**config.mk**
```make
export PLATFORM = sky130hd
export DESIGN_NAME = ghbe_ctrl
export DESIGN_NICKNAME = d
export VERILOG_FILES = /design/src/rtl/ghbe_pkg.sv /design/src/rtl/ghbe_ctrl.sv
export SDC_FILE = /design/constraint.sdc
export NUM_CORES = 1
export LEC_CHECK = 0
export BUFFER_PORTS_ARGS = -buffer_cell sky130_fd_sc_hd__buf_4
export CAP_MARGIN = 20
export CORE_AREA = 3 3 40 42
export CTS_CLUSTER_SIZE = 24
export DETAILED_ROUTE_END_ITERATION = 6
export DIE_AREA = 0 0 43 45
export GPL_TIMING_DRIVEN = 0
export HOLD_SLACK_MARGIN = 0.12
export PLACE_DENSITY_LB_ADDON = 0.2
export SLEW_MARGIN = 20
export SYNTH_ARGS = -nofsm -noshare
export SYNTH_HDL_FRONTEND = slang
export SYNTH_SLANG_ARGS = --single-unit
```
**constraint.sdc**
```tcl
create_clock -name clock -period 3 [get_ports clock]
set_input_delay 0.6 -clock clock [delete_from_list [all_inputs] [get_ports clock]]
set_output_delay 0.6 -clock clock [all_outputs]
set_load 0.02 [all_outputs]
```
**src/rtl/ghbe_pkg.sv**
```systemverilog
// ----------------------------------------------------------------------------
// ghbe_pkg
// Shared widths, codes, controller states and the control/status bundles of
// the grant history backlog estimator.
// ----------------------------------------------------------------------------
package ghbe_pkg;

   localparam int HISTORY_DEPTH_DEF = 64;

   localparam int TIME_W  = 48;
   localparam int OCC_W   = 24;
   localparam int WORDS_W = 16;
   localparam int RTT_W   = 32;
   localparam int SLOT_W  = 32;
   localparam int OFS_W   = RTT_W + 1;

   // ring entry: {report flag, size, time}
   localparam int ENTRY_W = TIME_W + WORDS_W + 1;

   localparam int REQ_DATA_W = 96;
   localparam int RSP_DATA_W = 32;
   localparam int CMD_W      = 2;

   localparam int CSR_IDX_W  = 2;
   localparam int CSR_DATA_W = 48;

   typedef logic [CMD_W-1:0] cmd_type;
   localparam cmd_type CMD_REPORT = 2'd0;
   localparam cmd_type CMD_GRANT  = 2'd1;
   localparam cmd_type CMD_QUERY  = 2'd2;

   typedef logic [CSR_IDX_W-1:0] csr_idx_type;
   localparam csr_idx_type CSR_RTT    = 2'd0;
   localparam csr_idx_type CSR_SLOT   = 2'd1;
   localparam csr_idx_type CSR_WINDOW = 2'd2;

   typedef enum logic [2:0] {
      ST_IDLE,
      ST_PRUNE_RD,
      ST_PRUNE_CHK,
      ST_APPEND,
      ST_Q_WALK,
      ST_Q_FINISH
   } state_type;

   typedef struct packed {
      logic load_report;
      logic load_grant;
      logic load_query;
      logic prune_rd;
      logic prune_drop;
      logic append;
      logic q_walk;
      logic q_finish;
   } ctrl_cmd_type;

   typedef struct packed {
      logic prune_go;   // pruning enabled and ring not empty
      logic prune_hit;  // oldest grant is older than the window
      logic walk_done;
      logic rsp_busy;   // output register holds an item not yet taken
   } dp_stat_type;

endpackage

```
**src/rtl/ghbe_ctrl.sv**
```systemverilog
// ----------------------------------------------------------------------------
// ghbe_ctrl
// Controller: takes items, sequences grant pruning/append and the query walk.
// ----------------------------------------------------------------------------
module ghbe_ctrl (
   input  logic                   clock,
   input  logic                   reset,
   input  logic                   req_tvalid,
   output logic                   req_tready,
   input  ghbe_pkg::cmd_type      req_tuser,
   input  ghbe_pkg::dp_stat_type  stat,
   output ghbe_pkg::ctrl_cmd_type cmd
);

   import ghbe_pkg::*;

   state_type state_ff;
   state_type state_in;

   always_ff @(posedge clock) begin
      if (reset) begin
         state_ff <= ST_IDLE;
      end else begin
         state_ff <= state_in;
      end
   end

   always_comb begin
      state_in   = state_ff;
      cmd        = '0;
      req_tready = 1'b0;
      case (state_ff)
         ST_IDLE: begin
            req_tready = 1'b1;
            if (req_tvalid) begin
               case (req_tuser)
                  CMD_REPORT: cmd.load_report = 1'b1;
                  CMD_GRANT: begin
                     cmd.load_grant = 1'b1;
                     state_in       = ST_PRUNE_RD;
                  end
                  CMD_QUERY: begin
                     cmd.load_query = 1'b1;
                     state_in       = ST_Q_WALK;
                  end
                  default: ;
               endcase
            end
         end
         ST_PRUNE_RD: begin
            if (stat.prune_go) begin
               cmd.prune_rd = 1'b1;
               state_in     = ST_PRUNE_CHK;
            end else begin
               state_in = ST_APPEND;
            end
         end
         ST_PRUNE_CHK: begin
            if (stat.prune_hit) begin
               cmd.prune_drop = 1'b1;
               state_in       = ST_PRUNE_RD;
            end else begin
               state_in = ST_APPEND;
            end
         end
         ST_APPEND: begin
            cmd.append = 1'b1;
            state_in   = ST_IDLE;
         end
         ST_Q_WALK: begin
            cmd.q_walk = 1'b1;
            if (stat.walk_done) begin
               state_in = ST_Q_FINISH;
            end
         end
         ST_Q_FINISH: begin
            if (!stat.rsp_busy) begin
               cmd.q_finish = 1'b1;
               state_in     = ST_IDLE;
            end
         end
         default: state_in = ST_IDLE;
      endcase
   end

endmodule

```
# Word level (Yosys, flattened, before mapping)

Index checks and enable logic that the tools add are counted.

Equality and inequality tests: 11
Muxes and demuxes: 21
Reduce and logical (&&, ||, !) cells: 3

Operators with widths:

| cell                 | number |
|---|---|
| $mux W3              | 5 |
| $pmux W3 S5          | 1 |
| $mux W1              | 13 |
| $eq A3 B2 Y1 const B | 2 |
| $eq A3 B3 Y1 const B | 2 |
| $ne A2 B2 Y1 const B | 3 |
| $pmux W3 S2          | 1 |
| $reduce_and A4 Y1    | 1 |
| $eq A3 B1 Y1 const B | 1 |
| $logic_not A3 Y1     | 1 |
| $ne A3 B1 Y1 const B | 1 |
| $eq A2 B1 Y1 const B | 1 |
| $eq A2 B2 Y1 const B | 1 |
| $logic_not A2 Y1     | 1 |
| $mux W2              | 1 |

Bits in registers: 3
Input bits: 9
Output and inout port bits: 9
Word-level logic and storage cells: 36

# Logic depth before layout (Yosys ltp)

Gate-level depths: netlist (run 1).

Depth after elaboration: 4
Mapped depth: 5
Mapped depth without buffers: 5

# Worst setup path after synthesis (run 1)

OpenSTA, ideal clock, no wires.

Kind: input to output
From: input stat[2] in the netlist's numbering
To: output cmd[3] in the netlist's numbering
Arrival time: 1095 ps
Required time: 2400 ps
Slack: 1305 ps
Stages on the path: 2
Buffers on the path: 0
Cell sequence: nand2_1 > nor3_1

RTL lines:

| element     | RTL line        | text |
|---|---|---|
| from (decl) | ghbe_ctrl.sv:11 | `input ghbe_pkg::dp_stat_type stat,` |
| to (decl)   | ghbe_ctrl.sv:12 | `output ghbe_pkg::ctrl_cmd_type cmd` |

==> metrics.yaml, run 1 <==
clock_network:
  cts_buffer_depth: 2
  numCtsBuffers: 3
  cts.sinks: 3
  clk_pin_slew_ps: 40
  tritoncts: "done"
  cts_hold_buf: 0
  postCtsSetupBuffers: 0
  h-tree-depth: 1
  clk_latency_ps: 240
  root_buffer: "clkbuf_4"
  cts-resized-gates: 0
power:
  pwr-share-clk_pct: 35.8
  power.density_nw_per_um2: 427
  p_leak_nw: 0.246
  intPower_w: 0.000137
  swShare_pct: 34.2
  ir_drop_uv: 191
  pwr-share-seq_pct: 23.6
  power_switching_w: 0.0000710
  power_frac_comb_pct: 40.6
route:
  ant_nets: 0
  drt_iter0_markers: 6
  vias: 330
  wl_per_cell_um: 10.4
  drc: 0
  viasPerCell: 4.58
  drt_first_pass_iters: 4
  finalWirelength_um: 751
floorplanning:
  row_count: 13
  die-height_um: 45
  chipWidth_um: 43
  dieArea_um2: 1940
  core_um2: 1280
  initial_core_util_pct: 24.4
  io_pins: 18
cells_and_area:
  antenna_cells: 0
  mostFrequentLayoutCell: "buf_4"
  syn_to_final_growth_pct: 55.0
  regMostFlops: "state_ff"
  drive_above_1_share_pct: 47.4
  utilization_pct: 37.9
  fin_nets: 70
  final_cell_mix: "buf_4, and3_1, nand2_1"
  top_regs: "state_ff (3)"
  post-route-cell-area_um2: 487
  largest_register_ffs: 3
global_route:
  grt_usage_pct: 8.65
  grt_pass1_wl_mm: 1.21
  overflow: 0
  grt_max_degree: 11
  antenna_found_initial: 0
  grt_pass1_vias: 283
placement:
  dp_hpwl_um: 585
  placed_area_um2: 460
  gp_congestion: 0.637
  post-place-ws_ps: 1130
  portBuffers: 17
timing:
  slew_violations: 0
  period_needed_ps: 1860
  finalCritPeriodShare_pct: 62.1
  whs_ps: 548
  worst_slew_pin_slew_ps: 276
  worst_slack_ps: 1140
  finClkSkew_ps: 5.72
  finalSetupTns_ps: 0
  fmax_mhz: 536
  final_hold_viol_count: 0
  setup_viol: 0
  rsz0062_at_grt: "false"
  slew_headroom_pct: 81.5
worst_setup_path:
  reg2reg_to: "state_ff[2]$_SDFFE_PP0P_"
  crit_type: "in2out"
  ff2ff_setup_slack_ps: 1930
  worstPathRequired_ps: 2400
  crit_arrival_ps: 1260
  r2r-start: "state_ff[1]$_SDFFE_PP0P_"
  crit_path_start_kind: "primary input"
  reg2regPathDepth: 4
  crit_fanout: 3
  end_kind: "primary output"
synth:
  syn_nets: 48
  syn_inst: 36
  yosysUniqueCellTypes: 20
  netlist_area_um2: 314
  syn_avg_cell_area_um2: 8.72
  ys_seq_area_share_pct: 19.1
  yosys_warnings: 0
  ys_ff_latch: 3
run_status:
  status: "finished, final reports clean"
worst_hold_path:
  min_to: "state_ff[2]$_SDFFE_PP0P_"
  hold_path_class: "in2reg"
  hold_depth: 2
  hp-start: "reset"
flow_run:
  drv_cap: 0
==> cells in the mapped netlist <==
cell type / n / area (um^2)
a2111oi_2: 1 / 15.0
a211oi_1: 2 / 15.0
a21o_1: 1 / 7.51
a21oi_1: 1 / 5.00
and3_1: 4 / 25.0
and4bb_2: 2 / 25.0
buf_6: 2 / 22.5
clkbuf_8: 1 / 13.8
dfxtp_1: 3 / 60.1
ha_1: 3 / 37.5
inv_1: 2 / 7.51
mux2i_1: 1 / 10.0
nand2_1: 4 / 15.0
nor2_1: 2 / 7.51
nor3_1: 2 / 10.0
nor3_2: 1 / 10.0
nor3b_1: 1 / 7.51
o211ai_1: 1 / 7.51
o21a_1: 1 / 7.51
o21ai_0: 1 / 5.00
==> metrics by stage <==
stage	power, W	std cells
final	0.000208	72
after global routing	0.000223	72
after CTS	0.000213	72
after detailed placement	0.000135	68
after global placement	0.000136	68
after floorplan	0.000104	36
==> worst max-delay path, cell delays in order <==
cell,delay [ps]
buf_4,110
inv_1,70
ha_1,180
and3_1,160
buf_4,140
==> area by class of cell <==
type / count / area [um^2]
fill: 150 / 798
multi-input combinational: 28 / 210
buffer: 3 / 36.3
tap: 15 / 18.8
inverter: 2 / 7.51
sequential: 3 / 60.1
timing repair buffer: 17 / 128
clock buffer: 4 / 26.3
==> kinds of logic (layout without fill, tap and decap cells) <==
| logic type | count (synthesis) | count (layout) | synth area share (%) |
|---|---|---|---|
| compound gates | 8 | 8 | 19.9 |
| buf+inv | 5 | 26 | 13.9 |
| fa+ha+maj | 3 | 3 | 12.0 |
| simple gates | 16 | 16 | 31.9 |
| flops | 3 | 3 | 19.1 |
| mux | 1 | 1 | 3.19 |
==> how the worst max path moves through the flow <==
stage                             startpoint      to  slack (ps)  depth (start not counted)
global route        state_ff[2]$_SDFFE_PP0P_  cmd[1]        1070                          3
detailed placement              req_tuser[0]  cmd[5]        1130                          5
finish                          req_tuser[0]  cmd[5]        1140                          5
floorplan                            stat[2]  cmd[3]        1310                          2
CTS                             req_tuser[0]  cmd[5]        1120                          5
global placement                req_tuser[0]  cmd[5]        1120                          5
==> power by group through the flow <==
stage	logic (W)	clock network, W	registers, W
3_3_place_gp	0.0000865	0	0.0000495
5_1_grt	0.0000930	0.0000802	0.0000499
6_report	0.0000844	0.0000743	0.0000491
2_1_floorplan	0.0000548	0	0.0000490
3_5_place_dp	0.0000852	0	0.0000497
4_1_cts	0.0000856	0.0000786	0.0000491
==> metal layers <==
layer	up-vias	wire length, um	global-route usage (%)
li1	173	-	-
met1	144	337	10.6
met2	11	336	12.3
met3	2	52	1.59
met4	0	25	9.04
met5	-	0	0
Note: power is estimated with default switching activity, not from simulation.
==> run 2, diff against run 1 <==
Clock period 3 ns to 1.54 ns, I/O delays scaled along.
==> run 2 against run 1 <==
  * Cell count increased by 1.4%
  * Total power is 100% higher
  * Global-route usage unchanged
  * Sequential cell count stayed put
  * First-iteration DRC count decreased by 67%
  * Critical path type is now reg2out
  * Critical endpoint is now cmd[4]
  * Largest power group unchanged
==> metrics.yaml, run 2 (synthesized netlist as in run 1, its figures left out) <==
placement:
  dp_hpwl_um: 585  # unchanged
  placed_area_um2: 460  # unchanged
  dp_cells: 68  # unchanged
  gp_congestion: 0.637  # unchanged
  portBuffers: 17  # unchanged
timing:
  period_needed_ps: 1480
  final_hold_viol_count: 0  # unchanged
  slew_headroom_pct: 84.0  # +2.5 points
  fmax_mhz: 675
  setup_viol: 0  # unchanged
  finClkSkew_ps: 5.78  # +0.0567 ps
  finalCritPeriodShare_pct: 96.2
  slew_violations: 0  # unchanged
  finalSetupTns_ps: 0  # unchanged
  worst_slew_pin_slew_ps: 240  # -35.8 ps
  rsz0062_at_grt: "false"
power:
  ir_drop_uv: 380  # +99%
  p_leak_nw: 0.261  # +6.3%
  power.density_nw_per_um2: 827  # +94%
  power_w: 0.000423  # +100%
worst_setup_path:
  end_kind: "primary output"
  r2r-start: "state_ff[1]$_SDFFE_PP0P_"
  worstPathRequired_ps: 1230  # -1170 ps
  crit_arrival_ps: 1170  # -90 ps
  crit_path_start_kind: "flop"
  reg2reg_to: "state_ff[2]$_SDFFE_PP0P_"
  crit_type: "reg2out"
  ff2ff_setup_slack_ps: 430  # -1500 ps
  crit_fanout: 10  # +7
  reg2regPathDepth: 4  # unchanged
route:
  wl_per_cell_um: 10.3  # -0.98%
  viasPerCell: 4.60  # +0.42%
  ant_nets: 0  # unchanged
  top_layer: "met4"
  finalWirelength_um: 754  # +0.40%
  drc: 0  # unchanged
  vias: 336  # +1.8%
  dr_wl_met3_um: 52  # unchanged
  wl_met1_um: 331  # -1.8%
  wl_met2_um: 345  # +2.7%
  drt_iter0_markers: 2  # -4
  drt_first_pass_iters: 2  # -2
floorplanning:
  dieArea_um2: 1940  # unchanged
  io_pins: 18  # unchanged
  core_um2: 1280  # unchanged
  die-height_um: 45  # unchanged
  row_count: 13  # unchanged
  chipWidth_um: 43  # unchanged
  initial_core_util_pct: 24.4  # unchanged
global_route:
  antenna_found_initial: 0  # unchanged
  overflow: 0  # unchanged
  grt_usage_pct: 8.65  # unchanged
  grt_pass1_vias: 283  # unchanged
  grt_max_degree: 11  # unchanged
  grt_pass1_wl_mm: 1.21  # unchanged
cells_and_area:
  syn_to_final_growth_pct: 62.9
  mostFrequentLayoutCell: "buf_4"
  drive_above_1_share_pct: 53.4  # +6.1 points
  largest_register_ffs: 3  # unchanged
  fin_nets: 71  # +1.4%
  regMostFlops: "state_ff"
  final_cell_mix: "buf_4, and3_1, nand2_1, ha_1, clkbuf_4"
  instances_no_fill: 73  # +1.4%
  antenna_cells: 0  # unchanged
  top_regs: "state_ff (3)"
  post-route-cell-area_um2: 512  # +5.1%
clock_network:
  clk_latency_ps: 240  # about the same
  h-tree-depth: 1  # unchanged
  tritoncts: "done"
  cts.sinks: 3  # unchanged
  numCtsBuffers: 3  # unchanged
  cts_hold_buf: 0  # unchanged
  root_buffer: "clkbuf_4"
  clk_pin_slew_ps: 40  # about the same
  cts_buffer_depth: 2  # unchanged
run_status:
  status: "finished, final reports clean"
flow_run:
  drv_cap: 0  # unchanged
worst_hold_path:
  min_to: "state_ff[2]$_SDFFE_PP0P_"
  hold_path_class: "in2reg"
  hp-start: "reset"
  hold_depth: 2  # unchanged
[run 2: cell types whose count changed in the layout (fill, tap and decap cells not counted), sizes merged]
cell,previous run,this run
buf,19,20
[run 2: per-layer routing]
| layer | GRT usage (%) | up-vias |
|---|---|---|
| met5 | 0 | - |
| met2 | 12.3 | 11 |
| met1 | 10.6 | 148 |
| li1 | - | 175 |
| met3 | 1.59 | 2 |
| met4 | 9.04 | 0 |
[run 2: worst max-delay path by stage]
stage,from,to,slack (ps),depth (start not counted)
final,state_ff[2]$_SDFFE_PP0P_,cmd[4],60,3
after CTS,state_ff[2]$_SDFFE_PP0P_,cmd[4],8,3
after global placement,req_tuser[0],state_ff[2]$_SDFFE_PP0P_,200,6
after floorplan,state_ff[1]$_SDFFE_PP0P_,cmd[5],150,2
after detailed placement,req_tuser[0],state_ff[2]$_SDFFE_PP0P_,200,6
after global routing,state_ff[2]$_SDFFE_PP0P_,cmd[6],5,3
[run 2: critical path, cell delays in order, from the launching register on]
cell and delay (ps):
dfxtp_2 370, clkbuf_8 170, and4bb_2 230, buf_4 150
[run 2: power breakdown]
group | internal, W | switching, W | total, W
logic | 0.0000936 | 0.0000862 | 0.000180
registers | 0.0000872 | 0.0000115 | 0.0000987
clock network | 0.0000975 | 0.0000472 | 0.000145
[run 2: through the flow]
step	setup WS, ps	hold slack, ps	utilization (%)
4_1_cts	7.58	246	37.9
6_report	58.3	250	39.8
3_5_place_dp	199	508	35.8
2_1_floorplan	155	384	-
3_3_place_gp	200	507	35.8
5_1_grt	4.55	259	39.8
[run 2: area by class of cell]
cell class | count | area (um^2)
clock buffer | 4 | 26.3
multi-input combinational | 28 | 226
fill | 148 | 773
inverter | 2 | 7.51
tap | 15 | 18.8
sequential | 3 | 61.3
buffer | 3 | 36.3
timing repair buffer | 18 | 135
[run 2: repair_timing]
action / in CTS / in global routing
buffers inserted: 0 / 1
setup endpoints to repair: 0 / 7
resized for setup: 0 / 4
